[src/design/two_button_debounce_mode_menu_core_assert.svh]
// Assertion macros shared by the debounce and mode menu design.
`ifndef TWO_BUTTON_DEBOUNCE_MODE_MENU_CORE_ASSERT_SVH
`define TWO_BUTTON_DEBOUNCE_MODE_MENU_CORE_ASSERT_SVH

// The consequent must hold in the same cycle as the antecedent.
`define TBDM_ASSERT_SAME(label, clk, rst_n, ante, cons) \
    label: assert property (@(posedge clk) disable iff (!(rst_n)) (ante) |-> (cons)) \
        else $error("tbdm assertion failed");

// The consequent must hold in the cycle after the antecedent.
`define TBDM_ASSERT_NEXT(label, clk, rst_n, ante, cons) \
    label: assert property (@(posedge clk) disable iff (!(rst_n)) (ante) |=> (cons)) \
        else $error("tbdm assertion failed");

`endif

[src/design/tbdm_pkg.sv]
`timescale 1ns / 1ps

package tbdm_pkg;

    // Width of each saturating debounce timer.
    localparam int TIMER_BITS    = 16;
    // The hold timer is one bit wider than the hold register.
    localparam int HOLD_BITS     = 17;
    localparam int DEBOUNCE_BITS = 10;
    localparam int HOLD_CFG_BITS = 16;
    // Compare width for the debounce timer against its register.
    localparam int DB_CMP_BITS   = (TIMER_BITS > DEBOUNCE_BITS) ? TIMER_BITS : DEBOUNCE_BITS;

    localparam logic [DEBOUNCE_BITS-1:0] DEBOUNCE_RESET = 10'd100;
    localparam logic [HOLD_CFG_BITS-1:0] HOLD_RESET     = 16'd5000;

    localparam logic [1:0] FIRST_CHOICE = 2'd0;
    localparam logic [1:0] LAST_CHOICE  = 2'd2;

    typedef enum logic {
        CFG_DEBOUNCE = 1'b0,
        CFG_HOLD     = 1'b1
    } t_cfg_reg;

    typedef enum logic {
        MODE_NORMAL = 1'b0,
        MODE_MENU   = 1'b1
    } t_mode;

    typedef enum logic [1:0] {
        LAMP_KEEP = 2'd0,
        LAMP_ON   = 2'd1,
        LAMP_OFF  = 2'd2
    } t_lamp;

    // Result of the menu logic for one item.
    typedef struct packed {
        logic       level_changed;
        logic       menu_active;
        logic [1:0] choice;
        logic [1:0] role;
        t_lamp      lamp;
    } t_menu_out;

endpackage

[src/design/tbdm_debounce.sv]
`timescale 1ns / 1ps

// Debounce for one button. State advances once per processed item; the
// outputs show the stable level after the current item.
module tbdm_debounce (
    input  logic                                i_clk,
    input  logic                                i_rst_n,
    input  logic                                i_advance,
    input  logic                                i_raw,
    input  logic [tbdm_pkg::DEBOUNCE_BITS-1:0]  i_debounce_ticks,
    output logic                                o_stable,
    output logic                                o_changed
);

    logic                            r_stable;
    logic                            r_armed;
    logic [tbdm_pkg::TIMER_BITS-1:0] r_timer;
    logic                            n_stable;
    logic                            n_armed;
    logic [tbdm_pkg::TIMER_BITS-1:0] n_timer;

    logic                            diff;
    logic [tbdm_pkg::TIMER_BITS-1:0] timer_inc;
    logic [tbdm_pkg::DB_CMP_BITS-1:0] timer_cmp;
    logic [tbdm_pkg::DB_CMP_BITS-1:0] ticks_cmp;

    always_comb begin
        diff      = (r_stable != i_raw);
        timer_inc = (r_timer == '1) ? r_timer : r_timer + 1'b1;
        // A fresh difference arms the timer from zero.
        n_timer   = (diff && !r_armed) ? '0 : timer_inc;
        n_armed   = r_armed | diff;
        timer_cmp = tbdm_pkg::DB_CMP_BITS'(n_timer);
        ticks_cmp = tbdm_pkg::DB_CMP_BITS'(i_debounce_ticks);
        o_changed = diff && (timer_cmp > ticks_cmp);
        n_stable  = o_changed ? i_raw : r_stable;
        if (o_changed) begin
            n_armed = 1'b0;
        end
        o_stable  = n_stable;
    end

    always_ff @(posedge i_clk) begin
        if (!i_rst_n) begin
            r_stable <= 1'b0;
            r_armed  <= 1'b0;
            r_timer  <= '0;
        end else if (i_advance) begin
            r_stable <= n_stable;
            r_armed  <= n_armed;
            r_timer  <= n_timer;
        end
    end

endmodule

[src/design/tbdm_menu.sv]
`timescale 1ns / 1ps

// Menu entry, navigation and commit, driven by the debounced levels.
module tbdm_menu (
    input  logic                                i_clk,
    input  logic                                i_rst_n,
    input  logic                                i_advance,
    input  logic                                i_changed,
    input  logic                                i_red,
    input  logic                                i_green,
    input  logic [tbdm_pkg::HOLD_CFG_BITS-1:0]  i_hold_ticks,
    output tbdm_pkg::t_menu_out                 o_result
);

    tbdm_pkg::t_mode                r_mode;
    tbdm_pkg::t_mode                n_mode;
    logic [tbdm_pkg::HOLD_BITS-1:0] r_hold;
    logic [tbdm_pkg::HOLD_BITS-1:0] n_hold;
    logic                           r_entry_armed;
    logic                           n_entry_armed;
    logic                           r_exit_armed;
    logic                           n_exit_armed;
    logic [1:0]                     r_choice;
    logic [1:0]                     n_choice;
    logic [1:0]                     r_role;
    logic [1:0]                     n_role;

    logic                           both;
    logic [tbdm_pkg::HOLD_BITS-1:0] hold_inc;
    logic [tbdm_pkg::HOLD_BITS-1:0] hold_limit;
    logic                           lc;
    tbdm_pkg::t_lamp                lamp;

    always_comb begin
        both          = i_red & i_green;
        hold_inc      = (r_hold == '1) ? r_hold : r_hold + 1'b1;
        hold_limit    = tbdm_pkg::HOLD_BITS'(i_hold_ticks);
        n_mode        = r_mode;
        n_hold        = hold_inc;
        n_entry_armed = r_entry_armed;
        n_exit_armed  = r_exit_armed;
        n_choice      = r_choice;
        n_role        = r_role;
        lc            = 1'b0;
        lamp          = tbdm_pkg::LAMP_KEEP;

        case (r_mode)
            tbdm_pkg::MODE_NORMAL: begin
                lc = i_changed;
                if (i_changed) begin
                    if (both && !r_entry_armed) begin
                        n_entry_armed = 1'b1;
                        n_hold        = '0;
                    end
                    if (!both && r_entry_armed) begin
                        n_entry_armed = 1'b0;
                        if (hold_inc >= hold_limit) begin
                            n_mode       = tbdm_pkg::MODE_MENU;
                            lc           = 1'b0;
                            n_choice     = tbdm_pkg::FIRST_CHOICE;
                            n_exit_armed = 1'b0;
                        end
                    end
                end
                if (both && (n_hold >= hold_limit)) begin
                    lamp = tbdm_pkg::LAMP_ON;
                end
            end
            tbdm_pkg::MODE_MENU: begin
                if (i_changed) begin
                    case ({i_red, i_green})
                        2'b10: begin
                            if (r_exit_armed) begin
                                n_exit_armed = 1'b0;
                            end else begin
                                n_choice = (r_choice == tbdm_pkg::FIRST_CHOICE) ?
                                           tbdm_pkg::LAST_CHOICE : r_choice - 2'd1;
                            end
                        end
                        2'b01: begin
                            if (r_exit_armed) begin
                                n_exit_armed = 1'b0;
                            end else begin
                                n_choice = (r_choice >= tbdm_pkg::LAST_CHOICE) ?
                                           tbdm_pkg::FIRST_CHOICE : r_choice + 2'd1;
                            end
                        end
                        2'b11: begin
                            if (!r_exit_armed) begin
                                n_exit_armed = 1'b1;
                                n_hold       = '0;
                            end
                        end
                        default: begin
                        end
                    endcase
                end
                if (n_exit_armed && (n_hold >= hold_limit)) begin
                    n_role       = n_choice;
                    n_mode       = tbdm_pkg::MODE_NORMAL;
                    n_exit_armed = 1'b0;
                    lamp         = both ? tbdm_pkg::LAMP_ON : tbdm_pkg::LAMP_OFF;
                end
            end
            default: begin
                n_mode = tbdm_pkg::MODE_NORMAL;
            end
        endcase

        o_result.level_changed = lc;
        o_result.menu_active   = (n_mode == tbdm_pkg::MODE_MENU);
        o_result.choice        = n_choice;
        o_result.role          = n_role;
        o_result.lamp          = lamp;
    end

    always_ff @(posedge i_clk) begin
        if (!i_rst_n) begin
            r_mode        <= tbdm_pkg::MODE_NORMAL;
            r_hold        <= '0;
            r_entry_armed <= 1'b0;
            r_exit_armed  <= 1'b0;
            r_choice      <= tbdm_pkg::FIRST_CHOICE;
            r_role        <= 2'd0;
        end else if (i_advance) begin
            r_mode        <= n_mode;
            r_hold        <= n_hold;
            r_entry_armed <= n_entry_armed;
            r_exit_armed  <= n_exit_armed;
            r_choice      <= n_choice;
            r_role        <= n_role;
        end
    end

endmodule

[src/design/two_button_debounce_mode_menu_core.sv]
`timescale 1ns / 1ps

// Channel   Direction  Handshake                 Payload
// input     in         i_in_valid / o_in_stall   i_red_raw, i_green_raw
// result    out        o_out_valid / i_out_stall o_red_level .. o_lamp_command
// config    in         i_cfg_valid / o_cfg_ready i_cfg_index, i_cfg_data
//
// Each item waits in the input register and then moves into the result
// register; one item is taken per cycle while the result is not stalled.
// The move from input to result register is the only place the debounce
// and menu state changes. A stalled result blocks the move; the input
// register then fills and the input is stalled. Reset is synchronous and
// active low and restores the register defaults of 100 and 5000 ticks.
module two_button_debounce_mode_menu_core (
    input  logic                                i_clk,
    input  logic                                i_rst_n,

    input  logic                                i_in_valid,
    output logic                                o_in_stall,
    input  logic                                i_red_raw,
    input  logic                                i_green_raw,

    output logic                                o_out_valid,
    input  logic                                i_out_stall,
    output logic                                o_red_level,
    output logic                                o_green_level,
    output logic                                o_level_changed,
    output logic                                o_menu_active,
    output logic [1:0]                          o_menu_choice,
    output logic [1:0]                          o_role,
    output logic [1:0]                          o_lamp_command,

    input  logic                                i_cfg_valid,
    output logic                                o_cfg_ready,
    input  logic                                i_cfg_index,
    input  logic [tbdm_pkg::HOLD_CFG_BITS-1:0]  i_cfg_data
);

    `include "two_button_debounce_mode_menu_core_assert.svh"

    // Configuration registers.
    logic [tbdm_pkg::DEBOUNCE_BITS-1:0] r_debounce_ticks;
    logic [tbdm_pkg::HOLD_CFG_BITS-1:0] r_hold_ticks;

    // Input register.
    logic r_in_valid;
    logic r_in_red;
    logic r_in_green;

    // Result register.
    logic                r_out_valid;
    logic                r_out_red;
    logic                r_out_green;
    tbdm_pkg::t_menu_out r_out_menu;

    logic                advance;
    logic                in_accept;
    logic                red_stable;
    logic                green_stable;
    logic                red_changed;
    logic                green_changed;
    tbdm_pkg::t_menu_out menu_result;

    // The held item moves on when the result register is empty or being
    // emptied this cycle.
    assign advance     = r_in_valid && (!r_out_valid || !i_out_stall);
    assign o_in_stall  = r_in_valid && !advance;
    assign in_accept   = i_in_valid && !o_in_stall;
    assign o_cfg_ready = 1'b1;

    always_ff @(posedge i_clk) begin
        if (!i_rst_n) begin
            r_debounce_ticks <= tbdm_pkg::DEBOUNCE_RESET;
            r_hold_ticks     <= tbdm_pkg::HOLD_RESET;
        end else if (i_cfg_valid && o_cfg_ready) begin
            case (tbdm_pkg::t_cfg_reg'(i_cfg_index))
                tbdm_pkg::CFG_DEBOUNCE: begin
                    r_debounce_ticks <= i_cfg_data[tbdm_pkg::DEBOUNCE_BITS-1:0];
                end
                tbdm_pkg::CFG_HOLD: begin
                    r_hold_ticks <= i_cfg_data;
                end
                default: begin
                end
            endcase
        end
    end

    always_ff @(posedge i_clk) begin
        if (!i_rst_n) begin
            r_in_valid <= 1'b0;
        end else if (in_accept) begin
            r_in_valid <= 1'b1;
        end else if (advance) begin
            r_in_valid <= 1'b0;
        end
    end

    always_ff @(posedge i_clk) begin
        if (in_accept) begin
            r_in_red   <= i_red_raw;
            r_in_green <= i_green_raw;
        end
    end

    tbdm_debounce u_red_debounce (
        .i_clk            (i_clk),
        .i_rst_n          (i_rst_n),
        .i_advance        (advance),
        .i_raw            (r_in_red),
        .i_debounce_ticks (r_debounce_ticks),
        .o_stable         (red_stable),
        .o_changed        (red_changed)
    );

    tbdm_debounce u_green_debounce (
        .i_clk            (i_clk),
        .i_rst_n          (i_rst_n),
        .i_advance        (advance),
        .i_raw            (r_in_green),
        .i_debounce_ticks (r_debounce_ticks),
        .o_stable         (green_stable),
        .o_changed        (green_changed)
    );

    tbdm_menu u_menu (
        .i_clk        (i_clk),
        .i_rst_n      (i_rst_n),
        .i_advance    (advance),
        .i_changed    (red_changed | green_changed),
        .i_red        (red_stable),
        .i_green      (green_stable),
        .i_hold_ticks (r_hold_ticks),
        .o_result     (menu_result)
    );

    // Result register: filled on each move, emptied when taken downstream.
    always_ff @(posedge i_clk) begin
        if (!i_rst_n) begin
            r_out_valid <= 1'b0;
        end else if (advance) begin
            r_out_valid <= 1'b1;
        end else if (!i_out_stall) begin
            r_out_valid <= 1'b0;
        end
    end

    always_ff @(posedge i_clk) begin
        if (advance) begin
            r_out_red   <= red_stable;
            r_out_green <= green_stable;
            r_out_menu  <= menu_result;
        end
    end

    assign o_out_valid     = r_out_valid;
    assign o_red_level     = r_out_red;
    assign o_green_level   = r_out_green;
    assign o_level_changed = r_out_menu.level_changed;
    assign o_menu_active   = r_out_menu.menu_active;
    assign o_menu_choice   = r_out_menu.choice;
    assign o_role          = r_out_menu.role;
    assign o_lamp_command  = r_out_menu.lamp;

    // A level change is never reported while the menu is shown.
    `TBDM_ASSERT_SAME(a_no_change_in_menu, i_clk, i_rst_n,
        r_out_valid && r_out_menu.level_changed, !r_out_menu.menu_active)
    // Lamps off is only commanded on the commit tick, which leaves the menu.
    `TBDM_ASSERT_SAME(a_lamp_off_leaves_menu, i_clk, i_rst_n,
        r_out_valid && (r_out_menu.lamp == tbdm_pkg::LAMP_OFF), !r_out_menu.menu_active)
    // Every item that moves on shows up in the result register.
    `TBDM_ASSERT_NEXT(a_advance_fills_result, i_clk, i_rst_n, advance, r_out_valid)
    // The input is only stalled while an item sits in the input register.
    `TBDM_ASSERT_SAME(a_stall_needs_item, i_clk, i_rst_n, o_in_stall, r_in_valid)

endmodule

[config.mk]
export PLATFORM = sky130hd
export DESIGN_NAME = two_button_debounce_mode_menu_core
export DESIGN_NICKNAME = d
export VERILOG_FILES = /design/src/design/tbdm_pkg.sv /design/src/design/tbdm_debounce.sv /design/src/design/tbdm_menu.sv /design/src/design/two_button_debounce_mode_menu_core.sv
export VERILOG_INCLUDE_DIRS = /design/src /design/src/design
export SDC_FILE = /design/constraint.sdc
export NUM_CORES = 1
export LEC_CHECK = 0
export ABC_AREA = 1
export BUFFER_PORTS_ARGS = -buffer_cell sky130_fd_sc_hd__buf_2
export CELL_PAD_IN_SITES_DETAIL_PLACEMENT = 0
export CELL_PAD_IN_SITES_GLOBAL_PLACEMENT = 2
export CORE_MARGIN = 10
export CORE_UTILIZATION = 32
export DETAILED_ROUTE_END_ITERATION = 10
export HOLD_SLACK_MARGIN = 0.1
export PLACE_DENSITY = 0.83
export SYNTH_ARGS = -nofsm -noshare
export SYNTH_HDL_FRONTEND = slang
export SYNTH_SLANG_ARGS = --single-unit
[constraint.sdc]
create_clock -name i_clk -period 5.1 [get_ports i_clk]
set_input_delay 0.255 -clock i_clk [delete_from_list [all_inputs] [get_ports i_clk]]
set_output_delay 0.255 -clock i_clk [all_outputs]
set_load 0.05 [all_outputs]
==> metrics.md, run 1 <==
| Metric | Value |
|---|---|
| Status | `completed` |
| Area growth, synth to finish | `27.8%` |
| CTS sink cnt | `100` |
| HP Class | `input pin to flop` |
| Gr ovfl total | `0` |
| Fin nets | `1342` |
| Layout cell share with drive strength beyond 1 | `0.253` |
| Min-Delay Startpoint | `i_cfg_data[2]` |
| Largest net degree at the start of global routing | `66` |
| R2R Path Start | `u_red_debounce.r_timer[1]` |
| Worst slew pin tran | `733 ps` |
| Number of global-route vias before repair | `6904` |
| Hold path endpoint | `r_debounce_ticks[2]` |
| Fillcell total | `2522` |
| Final min period | `4960 ps` |
| Period utilization | `0.972` |
| Pwr dens | `249 mW/mm²` |
| Crit. End Element | `flop` |
| Gate count after technology mapping | `1118` |
| Max-Cap Viols | `0` |
| RSZ-0062 raised after global routing | `true` |
| Worst reg2reg path endpoint | `o_lamp_command[0]` |
| Total global routing track utilization | `0.143` |
| Finished Core Util | `0.414` |
| Met2 Use GR | `0.246` |
| Fmax achieved | `202 MHz` |
| DR pass1 iterations | `5` |
| Final setup viols | `0` |
| Most used DFF post-synth | `dfxtp_1` |
| Routed len/inst | `14.4 µm` |
| ANT cells | `0` |
| Number of DRC markers in iteration 0 | `423` |
| Via-to-Cell Ratio | `4.69` |
| Post-Route WL | `22500 µm` |
| Final Hold Vio Count | `0` |
| Yosys cell types | `52` |
| Die ar. | `0.0302 mm²` |
| Synthesized flop and latch total | `100` |
| Commonest non-fill, non-tap cell in the layout | `nand2_1` |
| Final hold slack | `128 ps` |
| Slew HR | `0.510` |
| Pins Over Slew Limit | `0` |
| Post-synth EDFFs | `12` |
| CP peak stage delay | `360 ps` |
| Worst reg2reg setup slack | `140 ps` |
| Avg Cell Area, Syn | `6.78 µm²` |
| GPL Wtd Cong | `0.857` |
| CTS buffer count | `9` |
| TritonCTS clock tree | `done` |
| CP most frequent cell | `nand2_1` |
| Detail Route Antenna Nets | `0` |
| CTS root buffer | `clkbuf_16` |
| Clk_lat worst skew | `350 ps` |
| Hold path depth | `3` |
| Clk_skew | `6.36 ps` |
| Yosys warning count | `0` |
| Register area | `0.00213 mm²` |
| WP data required | `5210 ps` |
| Global-route wire length before repair | `35600 µm` |
| Area of the core | `0.0234 mm²` |
| Setup TNS | `0 ps` |
| Lkg Pwr | `4.52 nW` |
| Dominant cell type by area after synthesis | `dfxtp_1` |
| VDD IR-drop max | `0.000137 V` |
| Main area contributors after synthesis | `dfxtp_1, ha_1, nand2_1` |
| Setup Crit Path Kind | `flop to flop` |
| Reg2Reg Depth | `42` |
| Mapped cell area | `0.00757 mm²` |
| CP Data Arrival Time | `5070 ps` |
| Busiest grt layer | `met2` |
| Sequential cell area fraction in the yosys report | `0.280` |
| Clk buf depth | `2` |
| Worst-path clk slew | `70 ps` |
| Met1 GRT Util | `0.181` |
| Crit-path max FO | `8` |
| Die width | `174 µm` |
| Initial antenna violation count | `0` |
| Post-synth ARST share | `0` |
| Input/output buffers | `35` |
| Share of the synthesized area in the top cell type | `0.233` |
| DRC Markers | `0` |
| Post-Syn Nets | `1221` |
| Commonest non-fill, non-tap cells in the layout | `nand2_1, inv_1, buf_4` |
| H-Tree Depth | `3` |
| Placed wire-length estimate | `17200 µm` |
| Initial Util | `0.324` |
| Slowest cell on the critical path | `dfxtp_2` |
| Vias | `7331` |
| Multi-input logic area | `0.00510 mm²` |
| FP Rows | `56` |
| Grt met3 use | `0.0200` |
| Die height | `174 µm` |
| Worst setup SP type | `flop` |
| I/O pin count | `37` |
==> timing repair <==
action	in CTS	in global routing
hold buffers	2	0
hold endpoints to repair	2	0
pin swaps	1	61
gates resized for setup	9	120
gates cloned	0	1
buffers inserted	0	12
endpoints found under the setup margin	9	9
==> critical path, delay by kind of cell, from the launching register on <==
kind	cells	cell delay, ps
AND/OR/NAND/NOR	26	1990
AO/OA/AOI/OAI	7	1010
adder cells (fa/ha/maj)	4	830
buffers and inverters	5	500
flip-flops	1	360
==> worst max path at each step <==
stage	startpoint	endpoint	cells past startpoint
after global placement	u_red_debounce.r_timer[0]	o_lamp_command[0]	40
after CTS	u_red_debounce.r_timer[1]	o_lamp_command[0]	42
after floorplan	u_red_debounce.r_timer[0]	o_lamp_command[0]	43
final	u_red_debounce.r_timer[1]	o_lamp_command[0]	42
after global routing	u_red_debounce.r_timer[1]	o_lamp_command[0]	42
after detailed placement	u_red_debounce.r_timer[1]	o_lamp_command[0]	40
==> synthesized netlist by cell type, types with 6 or more instances <==
| library cell | instances |
|---|---|
| nand3_1 | 59 |
| ha_1 | 79 |
| inv_1 | 157 |
| nor3_1 | 17 |
| o211ai_1 | 13 |
| xor2_1 | 11 |
| nand4_1 | 20 |
| inv_2 | 6 |
| nand2_2 | 19 |
| xnor2_1 | 9 |
| a21oi_1 | 110 |
| clkbuf_1 | 22 |
| edfxtp_1 | 12 |
| buf_2 | 6 |
| nor2_2 | 8 |
| o21ai_0 | 86 |
| nor2_1 | 96 |
| dfxtp_1 | 88 |
| o21ai_1 | 13 |
| nand2_1 | 229 |
==> routing by layer <==
layer  up-vias  wire, µm
li1       3918         -
met1      3310     10600
met2        82     11100
met3        21       553
met4         0       347
met5         -         0
==> state kept, by name (all words and copies together), names as in the netlist, named ones only <==
register	flops
o_green_level	1
o_lamp_command	2
o_level_changed	1
o_menu_active	1
o_menu_choice	2
o_out_valid	1
o_red_level	1
o_role	2
r_debounce_ticks	10
r_hold_ticks	16
r_in_green	1
r_in_red	1
r_in_valid	1
u_green_debounce.r_stable	1
u_green_debounce.r_timer	16
u_menu.r_choice	2
u_menu.r_entry_armed	1
u_menu.r_exit_armed	1
u_menu.r_hold	17
u_menu.r_mode	1
u_menu.r_role	2
u_red_debounce.r_stable	1
u_red_debounce.r_timer	16
==> cells by family (layout without fill, tap and decap cells) <==
kind of cell,Yosys count,after routing,share of synthesized area
simple gates,474,475,0.283
compound gates,242,242,0.175
buf+inv,201,326,0.106
flops,100,100,0.280
fa+ha+maj,79,79,0.130
xor+xnor,21,21,0.0253
other cells,1,1,0.000495
==> final cells by class <==
cell class,count,area share
sequential,100,0.220
inverter,164,0.0645
tap,319,0.0412
timing repair buffer,146,0.107
multi-input combinational,818,0.527
clock buffer,9,0.0233
clock inverter,7,0.0168
==> metrics by stage <==
step	power, mW	cells	area [µm²]	worst slack, ps
2_1_floorplan	1.26	1118	7570	146
3_5_place_dp	1.45	1533	8720	-106
3_3_place_gp	1.45	1533	8720	-19.8
6_report	2.41	1563	9680	143
5_1_grt	2.54	1563	9680	-339
4_1_cts	2.38	1551	9150	20.4
==> power by group <==
part           internal [mW]  switching [mW]  leakage, nW
Sequential             0.844          0.0270        0.841
Clock                  0.579           0.330        0.186
Combinational          0.246           0.384         3.50
Total                   1.67           0.741         4.52
(Power assumes the default switching activity.)
==> inputs of run 2 (changes only) <==
Settings changed: ABC_AREA 1 to not set, CORE_UTILIZATION 32 to 34, PLACE_DENSITY 0.83 to 0.84.
==> run 2 against run 1 <==
The flow now finishes with violations (setup timing). Synthesized cell count is 19% lower. Hold slack worse by 6.2 ps. Sequential cell count stayed put. Via count is 7.2% lower. Fmax is 16% lower. Sequential power is 5.3% lower. Count of clock-buffer cells in the layout is 2 higher. Non-clock buffer count is 23 higher. Sequential share of layout area is 1.5 points higher. Worst setup slack worse by 920 ps. Clock skew is 5.3 ps higher. Combinational power is 58% lower. Highest routed layer unchanged.
==> metrics.md, run 2 <==
| Metric | Value |
|---|---|
| Status | `finished with violations` |
| Failing checks | `setup timing` |
| Worst slew pin tran | `906 ps` |
| Main area contributors after synthesis | `dfxtp_1, ha_1, nand2_1` |
| Worst reg2reg path endpoint | `o_role[1]` |
| Placed wire-length estimate | `15600 µm` |
| Fmax achieved | `170 MHz` |
| Clk buf depth | `2` |
| Clk_lat worst skew | `360 ps` |
| RSZ-0062 raised after global routing | `true` |
| Number of global-route vias before repair | `6559` |
| Max-Cap Viols | `0` |
| VDD IR-drop max | `0.000165 V` |
| Crit-path max FO | `5` |
| Period utilization | `1.15` |
| Worst reg2reg setup slack | `-780 ps` |
| Met1 GRT Util | `0.217` |
| CTS buffer count | `9` |
| Crit. End Element | `flop` |
| Total global routing track utilization | `0.155` |
| R2R Path Start | `u_red_debounce.r_timer[1]` |
| Commonest non-fill, non-tap cell in the layout | `nand2_1` |
| Post-synth ARST share | `0` |
| Largest register FFs | `17` |
| Final hold slack | `122 ps` |
| Yosys cell types | `75` |
| Final Hold Vio Count | `0` |
| Area growth, synth to finish | `27.9%` |
| Met2 Use GR | `0.244` |
| CP Data Arrival Time | `5980 ps` |
| Grt met3 use | `0.0249` |
| Post-synth EDFFs | `12` |
| Gate count after technology mapping | `910` |
| Biggest register | `u_menu.r_hold` |
| Pins Over Slew Limit | `0` |
| Final setup viols | `9` |
| Fin nets | `1153` |
| Vias | `6803` |
| Worst-path clk slew | `80 ps` |
| Post-Route WL | `20800 µm` |
| Yosys warning count | `0` |
| Layout cell share with drive strength beyond 1 | `0.244` |
| Input/output buffers | `35` |
| DRC Markers | `0` |
| Commonest non-fill, non-tap cells in the layout | `nand2_1, buf_4, nor2_1` |
| Synthesized flop and latch total | `100` |
| I/O pin count | `37` |
| Post-Syn Nets | `1013` |
| TritonCTS clock tree | `done` |
| CP peak stage delay | `520 ps` |
| Global-route wire length before repair | `34100 µm` |
| Final worst slack | `-777 ps` |
| Routed len/inst | `15.7 µm` |
| Most used DFF post-synth | `dfxtp_1` |
| Dominant cell type by area after synthesis | `dfxtp_1` |
| CTS sink cnt | `100` |
| Lkg Pwr | `3.86 nW` |
| Number of DRC markers in iteration 0 | `334` |
| Die ar. | `0.0270 mm²` |
| GPL Wtd Cong | `0.849` |
| Pwr dens | `200 mW/mm²` |
| Setup TNS | `-5640 ps` |
| Detail Route Antenna Nets | `0` |
| Busiest grt layer | `met2` |
| Die width | `164 µm` |
| Setup Crit Path Kind | `flop to flop` |
| FP Rows | `52` |
| Final min period | `5880 ps` |
| Share of the synthesized area in the top cell type | `0.249` |
| Die height | `164 µm` |
| Slowest cell on the critical path | `or4b_4` |
| Initial Util | `0.348` |
| Gr ovfl total | `0` |
| Avg Cell Area, Syn | `7.79 µm²` |
| ANT cells | `0` |
| Mapped cell area | `0.00709 mm²` |
| H-Tree Depth | `3` |
| Worst setup path endpoint | `o_role[1]` |
| CTS root buffer | `clkbuf_16` |
| HP Class | `input pin to flop` |
| Sequential cell area fraction in the yosys report | `0.299` |
| Initial antenna violation count | `1` |
| Largest net degree at the start of global routing | `66` |
| Reg2Reg Depth | `30` |
| Slew HR | `0.395` |
| Worst setup SP type | `flop` |
| WP data required | `5210 ps` |
| Count leader, synth | `nand2_1` |
| Clk_skew | `11.6 ps` |
| Area of the core | `0.0204 mm²` |
| CP startpoint | `u_red_debounce.r_timer[1]` |
| DR pass1 iterations | `5` |
| Top cells by count, synth | `nand2_1, nor2_1, a21oi_1` |
| Via-to-Cell Ratio | `5.13` |
run 2: layer usage:
layer	share of wire	wire (µm)
met1	0.50	10400
met2	0.45	9270
met3	0.037	772
met4	0.015	315
met5	0	0
run 2: critical path, delay by kind of cell (launching register included):
family,cells,cell delay [ps]
compound gates,10,1810
xor+xnor,1,150
fa+ha+maj,4,880
buf+inv,2,230
flops,1,360
mux,2,560
simple gates,11,1630
run 2: kinds of logic after synthesis:
| logic type | count (synthesis) | share of synthesized area |
|---|---|---|
| AOI/OAI and AO/OA | 207 | 0.195 |
| muxes | 10 | 0.0157 |
| xor gates and xnor gates | 37 | 0.0457 |
| DFF | 100 | 0.299 |
| other | 1 | 0.000529 |
| adders and majority gates | 79 | 0.139 |
| and+or+nand+nor | 376 | 0.248 |
| buffers and inverters | 100 | 0.0560 |
run 2: worst min path at each step:
stage | from | endpoint | slack, ps | cells after the start
after CTS | i_cfg_data[13] | r_hold_ticks[13] | 110 | 3
after floorplan | i_green_raw | r_in_green | 350 | 0
after detailed placement | i_green_raw | r_in_green | 450 | 1
after global routing | i_cfg_data[10] | r_hold_ticks[10] | 130 | 3
final | i_cfg_data[12] | r_hold_ticks[12] | 120 | 3
after global placement | i_red_raw | r_in_red | 430 | 1
run 2: cell type report:
type | count | area [µm²]
sequential | 100 | 2140
fill | 2064 | 11300
tap | 270 | 338
multi-input combinational | 711 | 4860
timing repair buffer | 169 | 1200
clock buffer | 11 | 264
inverter | 59 | 221
clock inverter | 5 | 40.0
run 2: power by group:
part           switching (mW)  total [mW]  internal [mW]
clock network           0.345       0.726          0.381
logic                   0.163       0.263          0.100
registers              0.0101       0.825          0.815
total                   0.518        1.81           1.30
run 2: what timing repair did:
action | 4_1_cts | 5_1_grt
gates resized for setup | 21 | 25
setup buffers | 2 | 4
gates cloned | 1 | 0
endpoints found under the setup margin | 9 | 29
hold buffers | 3 | 0
pin swaps | 11 | 5
endpoints found under the hold margin | 3 | 0
run 2: metrics by stage:
stage	utilization	worst slack, ps	area (µm²)	instances	power [mW]
floorplan	-	-752	7220	910	0.996
global placement	0.416	-801	8480	1299	1.10
detailed placement	0.416	-873	8480	1299	1.10
CTS	0.438	-789	8920	1321	1.83
global route	0.445	-1040	9070	1325	1.90
finish	0.445	-777	9070	1325	1.81
==> inputs of run 3 (changes only) <==
Settings changed: REMOVE_ABC_BUFFERS set to 1.
==> run 3 against run 2 <==
Highest routed layer unchanged. Non-clock buffer count increased by 21. Fmax decreased by 2.6%. Register-to-register slack got worse by 150 ps. First-iteration DRC count increased by 13%. The flow still finishes with violations (setup timing). Combinational power increased by 2%. Routed wire length increased by 3.7%. Via count increased by 1.7%. Cell area increased by 1.6%. Sequential cell count unchanged. Critical path depth increased by 1. Sequential share of layout area decreased by 0.45 points.
==> metrics.md, run 3 (synthesis gave the netlist of run 2 again) <==
| Metric | Value |
|---|---|
| Fillcell total | `2060` |
| Period utilization | `1.18` |
| Largest register FFs | `17` |
| Clk_skew | `11.4 ps` |
| Number of DRC markers in iteration 0 | `376` |
| CTS sink cnt | `100` |
| DRC Markers | `0` |
| Reg power frac | `0.454` |
| Layout cell share with drive strength beyond 1 | `0.253` |
| Number of global-route vias before repair | `6907` |
| Commonest non-fill, non-tap cells in the layout | `buf_4, nand2_1, nor2_1` |
| H-Tree Depth | `3` |
| Via-to-Cell Ratio | `5.15` |
| FP Rows | `52` |
| Area after DPL | `0.00850 mm²` |
| Initial antenna violation count | `0` |
| Sw Share | `0.280` |
| Die ar. | `0.0270 mm²` |
| Slew HR | `0.272` |
| Area growth, synth to finish | `30.0%` |
| Worst slew pin tran | `1090 ps` |
| Finished Core Util | `0.452` |
| VDD IR-drop max | `0.000142 V` |
| Slowest cell on the critical path | `or4b_4` |
| Largest net degree at the start of global routing | `52` |
| Status | `finished with violations` |
| Clk buf depth | `2` |
| Routed len/inst | `16.0 µm` |
| Combinational share of power | `0.146` |
| Lkg Pwr | `3.96 nW` |
| Final hold slack | `117 ps` |
| Crit-path max FO | `7` |
| Total global routing track utilization | `0.159` |
| Pwr dens | `198 mW/mm²` |
| CP startpoint | `u_red_debounce.r_timer[1]` |
| CP peak stage delay | `530 ps` |
| Vias | `6919` |
| Fin nets | `1173` |
| Post-Route WL | `21600 µm` |
| Pins Over Slew Limit | `0` |
| Worst-path clk slew | `80 ps` |
| CTS buffer count | `9` |
| Crit. End Element | `flop` |
| WP data required | `5210 ps` |
| Fmax achieved | `166 MHz` |
| Clk pwr share | `0.400` |
| ANT cells | `0` |
| Fin area | `0.00921 mm²` |
| R2R Path Start | `u_red_debounce.r_timer[1]` |
| CP most frequent cell | `ha_4` |
| Cell internal pwr | `1.31 mW` |
| DR pass1 iterations | `5` |
| Pre-CTS setup slack | `-1330 ps` |
| Area of the core | `0.0204 mm²` |
| Die width | `164 µm` |
| Final Hold Vio Count | `0` |
| CP Data Arrival Time | `6140 ps` |
| Placed wire-length estimate | `15800 µm` |
| Die height | `164 µm` |
| Setup TNS | `-7710 ps` |
| Input/output buffers | `35` |
| Gr ovfl total | `0` |
| Min-Delay Startpoint | `i_in_valid` |
| RSZ-0062 raised after global routing | `true` |
| Failing checks | `setup timing` |
| Detail Route Antenna Nets | `0` |
| Biggest register | `u_menu.r_hold` |
| Final worst slack | `-931 ps` |
| TritonCTS clock tree | `done` |
| Worst setup SP type | `flop` |
| Pwr Total | `1.82 mW` |
| Net Switching | `0.511 mW` |
| Max-Cap Viols | `0` |
| Commonest non-fill, non-tap cell in the layout | `buf_4` |
| Final Non-Filler Cells | `1344` |
| Final min period | `6030 ps` |
| Dpl cells | `1317` |
| HP Class | `input pin to flop` |
| I/O pin count | `37` |
| Setup Crit Path Kind | `flop to flop` |
| CTS root buffer | `clkbuf_16` |
| Final setup viols | `9` |
| Clk_lat worst skew | `370 ps` |
| Initial Util | `0.348` |
| Global-route wire length before repair | `34800 µm` |
| GPL Wtd Cong | `0.915` |
-- run 3: changes by cell type in the layout (fill, tap and decap cells not counted), moves of 2 or more --
| cell | delta |
|---|---|
| buf_4 | +22 |
| nor2_1 | +4 |
| nor2_2 | -3 |
| a211oi_1 | -2 |
| a211oi_2 | +2 |
| dfxtp_1 | +2 |
| dfxtp_4 | -2 |
| nor2_4 | -2 |
-- run 3: layout make-up --
class / instances / area [µm²] / share of cell area
multi-input cells: 710 / 4870 / 0.528
flip-flops and latches: 100 / 2130 / 0.231
repair buffers: 190 / 1360 / 0.148
well taps: 270 / 338 / 0.0367
clock buffers: 11 / 243 / 0.0264
inverters: 59 / 221 / 0.0240
clock inverters: 4 / 51.3 / 0.00557
-- run 3: critical path: cells and delay by family (launching register included) --
family | cells | cell delay (ps)
adders and majority gates | 4 | 880
DFF | 1 | 340
AOI/OAI and AO/OA | 10 | 1860
muxes | 2 | 580
and+or+nand+nor | 11 | 1540
xor gates and xnor gates | 1 | 170
buffers and inverters | 3 | 420
-- run 3: final timing paths --
kind | to | cells past startpoint | slack [ps]
worst max-delay path | o_role[1] | 31 | -930
worst min-delay path | r_in_valid | 3 | 120
worst max register to register | o_role[1] | 31 | -930
worst min register to register | r_debounce_ticks[4] | 2 | 450
-- run 3: power by group through the flow --
stage	clock network [mW]	registers [mW]	logic [mW]
finish	0.729	0.827	0.267
floorplan	0	0.857	0.129
CTS	0.743	0.826	0.259
global route	0.775	0.829	0.296
global placement	0	0.844	0.253
detailed placement	0	0.844	0.254
-- run 3: metal layers --
metal | share of wire | up-vias | track usage
li1 | - | 3558 | -
met3 | 0.028 | 17 | 0.0266
met4 | 0.013 | 0 | 0.0382
met2 | 0.49 | 87 | 0.279
met1 | 0.46 | 3257 | 0.198
met5 | 0 | - | 0
-- run 3: what timing repair did --
action | CTS | global route
cloned | 1 | 0
setup endpoints to repair | 9 | 9
resized for setup | 33 | 41
pin swaps | 33 | 40
hold buffers | 2 | 0
buffers inserted | 4 | 6
hold endpoints to repair | 2 | 0
